File: src/assert_macros.svh
// assertion macros used by the top level rtl file
`ifndef ASSERT_MACROS_SVH
`define ASSERT_MACROS_SVH

// implication or plain property checked on the rising clock edge outside reset
`define MINV_ASSERT(label, prop, msg) \
   label: assert property (@(posedge clock) disable iff (reset) (prop)) else $error(msg);

// condition that must never be true outside reset
`define MINV_NEVER(label, cond, msg) \
   label: assert property (@(posedge clock) disable iff (reset) !(cond)) else $error(msg);

`endif

File: src/minv_pkg.sv
// package with the command and status types of the modular inverse unit
`default_nettype none

package minv_pkg;

   typedef struct packed {
      logic load;
      logic special;
      logic prep;
      logic iterate;
      logic update;
      logic reduce;
   } cmd_type;

   typedef struct packed {
      logic value_zero;
      logic modulus_zero;
      logic rem_zero;
   } status_type;

endpackage

`default_nettype wire

File: src/minv_datapath.sv
// datapath of the modular inverse unit: remainder and coefficient registers, shift-subtract divider
`default_nettype none

module minv_datapath #(
   parameter int DATA_WIDTH = 31
) (
   input  wire logic                      clock,
   input  wire minv_pkg::cmd_type         cmd,
   input  wire logic [DATA_WIDTH-1:0]     req_value,
   input  wire logic [DATA_WIDTH-1:0]     req_modulus,
   output minv_pkg::status_type           status,
   output logic      [DATA_WIDTH-1:0]     rsp_inverse
);

   localparam int W = DATA_WIDTH;

   logic        [W-1:0]   m_ff, m_in;
   logic        [W-1:0]   r_prev_ff, r_prev_in;
   logic        [W-1:0]   r_cur_ff, r_cur_in;
   logic        [W-1:0]   rem_ff, rem_in;
   logic        [2*W-2:0] d_ff, d_in;
   logic signed [W:0]     s_prev_ff, s_prev_in;
   logic signed [W:0]     s_cur_ff, s_cur_in;
   logic signed [W:0]     s_acc_ff, s_acc_in;
   logic signed [2*W-1:0] sd_ff, sd_in;
   logic        [W-1:0]   result_ff, result_in;

   logic                  take_bit;
   logic        [W:0]     s_neg;
   logic        [W:0]     m_ext;
   logic        [W-1:0]   reduced;

   assign take_bit = d_ff <= {{(W-1){1'b0}}, rem_ff};
   assign s_neg    = (W+1)'(0) - s_prev_ff;
   assign m_ext    = {1'b0, m_ff};

   // coefficient lies in [-m, m]: fold into [0, m-1]
   always_comb begin
      if (s_prev_ff[W]) begin
         if (s_neg == m_ext || s_neg == '0) begin
            reduced = '0;
         end else begin
            reduced = m_ff - s_neg[W-1:0];
         end
      end else begin
         if (s_prev_ff == m_ext) begin
            reduced = '0;
         end else begin
            reduced = s_prev_ff[W-1:0];
         end
      end
   end

   always_comb begin
      m_in      = m_ff;
      r_prev_in = r_prev_ff;
      r_cur_in  = r_cur_ff;
      rem_in    = rem_ff;
      d_in      = d_ff;
      s_prev_in = s_prev_ff;
      s_cur_in  = s_cur_ff;
      s_acc_in  = s_acc_ff;
      sd_in     = sd_ff;
      result_in = result_ff;
      if (cmd.load) begin
         m_in      = req_modulus;
         r_prev_in = req_modulus;
         r_cur_in  = req_value;
         s_prev_in = '0;
         s_cur_in  = (W+1)'(1);
      end
      if (cmd.special) begin
         // zero value gives 1 mod m, zero modulus gives 0
         if (r_cur_ff == '0 && m_ff > W'(1)) begin
            result_in = W'(1);
         end else begin
            result_in = '0;
         end
      end
      if (cmd.prep) begin
         rem_in   = r_prev_ff;
         d_in     = {r_cur_ff, {(W-1){1'b0}}};
         sd_in    = {s_cur_ff, {(W-1){1'b0}}};
         s_acc_in = s_prev_ff;
      end
      if (cmd.iterate) begin
         if (take_bit) begin
            rem_in   = rem_ff - d_ff[W-1:0];
            s_acc_in = s_acc_ff - sd_ff[W:0];
         end
         d_in  = d_ff >> 1;
         sd_in = sd_ff >>> 1;
      end
      if (cmd.update) begin
         r_prev_in = r_cur_ff;
         r_cur_in  = rem_ff;
         s_prev_in = s_cur_ff;
         s_cur_in  = s_acc_ff;
      end
      if (cmd.reduce) begin
         result_in = reduced;
      end
   end

   always_ff @(posedge clock) begin
      m_ff      <= m_in;
      r_prev_ff <= r_prev_in;
      r_cur_ff  <= r_cur_in;
      rem_ff    <= rem_in;
      d_ff      <= d_in;
      s_prev_ff <= s_prev_in;
      s_cur_ff  <= s_cur_in;
      s_acc_ff  <= s_acc_in;
      sd_ff     <= sd_in;
      result_ff <= result_in;
   end

   assign status.value_zero   = r_cur_ff == '0;
   assign status.modulus_zero = m_ff == '0;
   assign status.rem_zero     = rem_ff == '0;
   assign rsp_inverse         = result_ff;

endmodule

`default_nettype wire

File: src/minv_controller.sv
// controller state machine of the modular inverse unit
`default_nettype none

module minv_controller #(
   parameter int DATA_WIDTH = 31
) (
   input  wire logic                 clock,
   input  wire logic                 reset,
   input  wire logic                 start,
   input  wire minv_pkg::status_type status,
   output minv_pkg::cmd_type         cmd,
   output logic                      busy,
   output logic                      rsp_strobe
);

   localparam int CW = $clog2(DATA_WIDTH);

   typedef enum logic [2:0] {
      IDLE,
      CHECK,
      PREP,
      DIVIDE,
      UPDATE,
      REDUCE
   } state_type;

   state_type       state_ff;
   logic [CW-1:0]   count_ff;
   logic            busy_ff;
   logic            strobe_ff;

   always_comb begin
      cmd         = '0;
      cmd.load    = state_ff == IDLE && start && !busy_ff;
      cmd.special = state_ff == CHECK && (status.value_zero || status.modulus_zero);
      cmd.prep    = state_ff == PREP;
      cmd.iterate = state_ff == DIVIDE;
      cmd.update  = state_ff == UPDATE;
      cmd.reduce  = state_ff == REDUCE;
   end

   always_ff @(posedge clock) begin
      if (reset) begin
         state_ff  <= IDLE;
         count_ff  <= '0;
         busy_ff   <= 1'b0;
         strobe_ff <= 1'b0;
      end else begin
         strobe_ff <= 1'b0;
         unique case (state_ff)
            IDLE: begin
               if (start && !busy_ff) begin
                  busy_ff  <= 1'b1;
                  state_ff <= CHECK;
               end
            end
            CHECK: begin
               if (status.value_zero || status.modulus_zero) begin
                  busy_ff   <= 1'b0;
                  strobe_ff <= 1'b1;
                  state_ff  <= IDLE;
               end else begin
                  state_ff <= PREP;
               end
            end
            PREP: begin
               count_ff <= CW'(DATA_WIDTH - 1);
               state_ff <= DIVIDE;
            end
            DIVIDE: begin
               count_ff <= count_ff - CW'(1);
               if (count_ff == '0) begin
                  state_ff <= UPDATE;
               end
            end
            UPDATE: begin
               // new divisor is the remainder just found
               if (status.rem_zero) begin
                  state_ff <= REDUCE;
               end else begin
                  state_ff <= PREP;
               end
            end
            REDUCE: begin
               busy_ff   <= 1'b0;
               strobe_ff <= 1'b1;
               state_ff  <= IDLE;
            end
            default: begin
               state_ff <= IDLE;
            end
         endcase
      end
   end

   assign busy       = busy_ff;
   assign rsp_strobe = strobe_ff;

endmodule

`default_nettype wire

File: src/modular_inverse_unit.sv
// top level of the modular inverse unit
//
// computes the inverse of req_value modulo req_modulus by the extended
// euclidean algorithm and returns it on rsp_inverse in [0, modulus-1].
// a transfer is taken at a rising edge with start high and busy low;
// busy then stays high until the result is issued.
// the result is on rsp_inverse for one cycle with rsp_strobe high and is
// taken at the edge that ends that cycle; the receiver cannot stall.
// a zero value or zero modulus skips the division and gives its result
// from the check state; otherwise euclid steps run until a remainder is zero,
// at most 45 steps for 31-bit operands.
// each euclid step is one restoring division, one quotient bit per cycle,
// which also subtracts the shifted coefficient, so no multiplier is used.
// busy falls in the strobe cycle, so the next start can be taken then.
// reset returns the controller to idle with busy and rsp_strobe low.
`default_nettype none
`include "assert_macros.svh"

module modular_inverse_unit #(
   parameter int DATA_WIDTH = 31
) (
   input  wire logic                  clock,
   input  wire logic                  reset,
   input  wire logic                  start,
   output logic                       busy,
   input  wire logic [DATA_WIDTH-1:0] req_value,
   input  wire logic [DATA_WIDTH-1:0] req_modulus,
   output logic                       rsp_strobe,
   output logic      [DATA_WIDTH-1:0] rsp_inverse
);

   minv_pkg::cmd_type    cmd;
   minv_pkg::status_type status;

   minv_controller #(
      .DATA_WIDTH (DATA_WIDTH)
   ) u_controller (
      .clock      (clock),
      .reset      (reset),
      .start      (start),
      .status     (status),
      .cmd        (cmd),
      .busy       (busy),
      .rsp_strobe (rsp_strobe)
   );

   minv_datapath #(
      .DATA_WIDTH (DATA_WIDTH)
   ) u_datapath (
      .clock       (clock),
      .cmd         (cmd),
      .req_value   (req_value),
      .req_modulus (req_modulus),
      .status      (status),
      .rsp_inverse (rsp_inverse)
   );

   `MINV_ASSERT(a_accept_busy, (start && !busy) |=> busy, "busy not raised after transfer")
   `MINV_ASSERT(a_reduce_strobe, cmd.reduce |=> (rsp_strobe && !busy), "no result after reduce")
   `MINV_ASSERT(a_cmd_onehot, $onehot0(cmd), "more than one datapath command")
   `MINV_NEVER(a_strobe_busy, rsp_strobe && busy, "result strobe while busy")

endmodule

`default_nettype wire
File: config.mk
export PLATFORM = sky130hd
export DESIGN_NAME = modular_inverse_unit
export DESIGN_NICKNAME = d
export VERILOG_FILES = /design/src/minv_pkg.sv /design/src/minv_datapath.sv /design/src/minv_controller.sv /design/src/modular_inverse_unit.sv
export VERILOG_INCLUDE_DIRS = /design/src /design/src/src
export SDC_FILE = /design/constraint.sdc
export NUM_CORES = 1
export LEC_CHECK = 0
export ABC_AREA = 1
export BUFFER_PORTS_ARGS = -buffer_cell sky130_fd_sc_hd__buf_2
export CAP_MARGIN = 40
export CORE_MARGIN = 2
export CORE_UTILIZATION = 35
export DETAILED_ROUTE_END_ITERATION = 7
export PLACE_DENSITY_LB_ADDON = 0.05
export SLEW_MARGIN = 20
export SYNTH_ARGS = -nofsm -noshare
export SYNTH_HDL_FRONTEND = slang
export SYNTH_SLANG_ARGS = --single-unit
File: constraint.sdc
create_clock -name clock -period 7.2 [get_ports clock]
set_input_delay 1.44 -clock clock [delete_from_list [all_inputs] [get_ports clock]]
set_output_delay 1.44 -clock clock [all_outputs]
set_load 0.02 [all_outputs]
==> impl_metrics.py <==
metrics = {
    "worst_hold_path": {
        "hp-start": "u_datapath.d_ff[60]",
        "hp-class": "reg2reg",
        "min_path_cells": 2,
        "min_to": "u_datapath.d_ff[60]",
    },
    "synthesis": {
        "synth.ff_latch_count": 384,
        "synth.area.top_cells": "edfxtp_1 40%, nand2_1 11%, inv_1 6.5%, dfxtp_1 6.3%, o21ai_0 6.1%",
        "synth_largest_area_cell": "edfxtp_1",
        "synth_top_area_share_pct": 39.8,
        "avgSynthCellArea_sq_um": 8.07,
        "synth-edff-count": 310,
        "syn_area_sq_um": 23400,
        "yosys.cell_types.count": 54,
        "syn_nets": 3071,
        "yosysWarningCount": 0,
        "synth_seq_area_share_pct": 46.1,
        "syn_inst": 2899,
        "synthFlopType": "edfxtp_1",
        "synth_async_sr_flop_share_pct": 0,
    },
    "timing": {
        "period_share_pct": 57.0,
        "final_hold_viol_count": 0,
        "slew_violations": 0,
        "rsz0062_at_grt": "no",
        "period_needed_ns": 4.10,
        "fmax_mhz": 244,
        "setup_viol_count_final": 0,
        "worst_slew_pin_slew_ns": 0.927,
        "maxSlewHeadroom_pct": 37.7,
        "setup_tns_ns": 0,
        "fin_skew_ns": 0.0373,
    },
    "layout": {
        "fin_cells": 3888,
        "final_nets": 3156,
        "final_common_cell": "nand2_1",
        "layout_common_cells": "654 x nand2_1, 405 x inv_1, 310 x edfxtp_1",
        "fillers": 6784,
        "utilization_pct": 40.4,
        "multi_input_area_sq_um": 10700,
        "syn_to_final_growth_pct": 14.0,
        "num_antenna_cells": 0,
        "layout-drive-gt1-share_pct": 10.4,
        "seqCellArea_sq_um": 10800,
    },
    "critical_path": {
        "r2r_cells": 20,
        "critPathMaxFanout": 6,
        "ff2ff_setup_slack_ns": 3.10,
        "worst_ep_arrival_time_ns": 4.43,
        "reg2reg_from": "u_datapath.s_prev_ff[0]",
        "rr_endpoint": "u_datapath.rsp_inverse[24]",
        "cp.required_ns": 7.52,
        "end_kind": "flip-flop",
        "setup.worst_path.class": "reg2reg",
        "startpoint_type": "flip-flop",
    },
    "power": {
        "p_leak_nw": 11.5,
        "p_sw_mw": 4.88,
        "power_density_nw_per_um2": 422,
        "ir_drop_mv": 0.254,
        "p_total_mw": 11.3,
        "power_frac_comb_pct": 43.6,
        "seq_power_share_pct": 32.8,
        "clockPowerShare_pct": 23.6,
        "internal_power_mw": 6.37,
        "switching_share_pct": 43.4,
    },
    "outcome": {
        "outcome": "finished clean",
    },
    "clocking": {
        "cts_buffers": 48,
        "cts-root-buf": "clkbuf_16",
        "ctsHoldBuffers": 0,
        "cts_max_path_buffers": 3,
        "post-cts-setup-buffers": 0,
        "insertion_delay_ns": 0.62,
        "htreeDepth": 2,
        "clk_pin_slew_ns": 0.06,
        "cts-resized-gates": 0,
        "cts_tree": "built",
        "cts.sinks": 384,
    },
    "place": {
        "place_inst": 3795,
        "portBuffers": 97,
        "place_congestion": 0.944,
        "hpwl_mm": 62.9,
    },
    "floorplan": {
        "die_h_microns": 263,
        "num_rows": 94,
        "initial_core_util_pct": 35.5,
        "die_x_microns": 263,
        "io_pins": 98,
        "core_area_sq_um": 66000,
        "dieArea_sq_um": 68900,
    },
    "global_route": {
        "overflow": 0,
        "grt_pass1_wl_mm": 124,
        "grt_pass1_vias": 20100,
        "antenna_found_initial": 1,
        "grt_util_all_layers_pct": 23.5,
        "grt_max_degree": 105,
    },
    "detailed_routing": {
        "wl_mm": 82.0,
        "route.detailed.drc": 0,
        "first_pass_iters": 6,
        "drt_iter0_drc": 1439,
        "ant_nets": 0,
        "wire_per_inst_microns": 21.1,
        "vias": 20000,
        "drt-vias-per-instance": 5.15,
    },
    "job": {
        "max_cap_viol_count": 0,
    },
}
## per-layer routing
metal | vias to the layer above | share of wire [%] | track usage [%]
li1 | 9801 | - | -
met1 | 9577 | 45 | 30.9
met2 | 515 | 48 | 40.6
met3 | 123 | 4.1 | 2.34
met4 | 2 | 3.2 | 7.58
met5 | - | 0.013 | 0
## state kept, by name, summed over array words and instances (netlist names)
register,flops
u_datapath.sd_ff,62
u_controller.busy,1
u_datapath.d_ff,61
u_datapath.r_prev_ff,31
u_controller.state_ff,3
u_datapath.rsp_inverse,31
u_datapath.rem_ff,31
u_datapath.s_acc_ff,32
u_controller.count_ff,5
u_datapath.s_prev_ff,32
u_controller.rsp_strobe,1
u_datapath.m_ff,31
u_datapath.r_cur_ff,31
u_datapath.s_cur_ff,32
## cell type report
| cell class | instances | area share [%] |
|---|---|---|
| flip-flops and latches | 384 | 40.5 |
| multi-input cells | 2013 | 40.1 |
| inverters | 415 | 5.86 |
| clock buffers | 59 | 4.85 |
| well taps | 864 | 4.05 |
| repair buffers | 122 | 3.00 |
| clock inverters | 31 | 1.69 |
## synthesized netlist by cell type, drive strengths merged (3+ instances only)
library cell,n
nand2,680
o21ai,297
nand4,52
a211oi,3
fa,3
edfxtp,310
a21o,9
o2111ai,4
nor2,330
o211ai,10
a21oi,143
xnor2,26
o221ai,3
clkbuf,71
or2,3
a31oi,8
nand3,194
dfxtp,74
xor2,60
a21boi,7
inv,414
o21a,4
nor4,24
a221oi,3
o22ai,3
buf,16
nor3,25
o21bai,7
nand3b,3
ha,104
## worst max path at each step
| stage | slack [ns] | endpoint | startpoint |
|---|---|---|---|
| final | 3.10 | u_datapath.rsp_inverse[24] | u_datapath.s_prev_ff[0] |
| after global routing | 2.82 | u_datapath.rsp_inverse[24] | u_datapath.s_prev_ff[0] |
| after detailed placement | 3.29 | u_datapath.rem_ff[14] | u_datapath.d_ff[1] |
| after global placement | 2.92 | u_datapath.r_cur_ff[17] | start |
| after floorplan | 0.96 | u_datapath.r_cur_ff[0] | start |
| after CTS | 3.26 | u_datapath.rsp_inverse[3] | u_datapath.s_prev_ff[0] |
## critical path: stages, from the launching register on
cell and delay [ns]:
edfxtp_1 0.53, inv_1 0.20, ha_1 0.34, inv_1 0.14
nand2_1 0.09, nand2_1 0.07, ha_1 0.36, nand3_1 0.14
a21oi_1 0.09, o21ai_0 0.48, nand2_1 0.27, nand2_1 0.13
nand2_1 0.11, nand2_1 0.12, nand2_2 0.13, nand2_1 0.11
nand2_1 0.12, nand2_1 0.12, nand3_1 0.08, nand3_1 0.09
a21oi_1 0.06
## power by group through the flow
stage	Combinational [mW]	Clock, mW	Sequential [mW]
2_1_floorplan	3.45	0	3.54
3_5_place_dp	4.86	0	3.72
3_3_place_gp	4.82	0	3.73
5_1_grt	5.50	2.81	3.76
6_report	4.90	2.66	3.69
4_1_cts	4.89	2.73	3.69
## cell families after synthesis
kind of cell	share of synthesized area, %
compound gates	11.7
xor+xnor	3.22
fa+ha+maj	5.82
buf+inv	8.35
flops	46.1
simple gates	24.7
## per-stage QoR
step | hold WS (ns) | cell area, sq um | setup slack (ns)
after floorplan | 0.426 | 23400 | 0.957
after global placement | 0.486 | 24700 | 2.92
after detailed placement | 0.484 | 24800 | 3.29
after CTS | 0.494 | 26600 | 3.26
after global routing | 0.524 | 26700 | 2.82
final | 0.491 | 26700 | 3.10
Power figures use the tool's default switching activity.
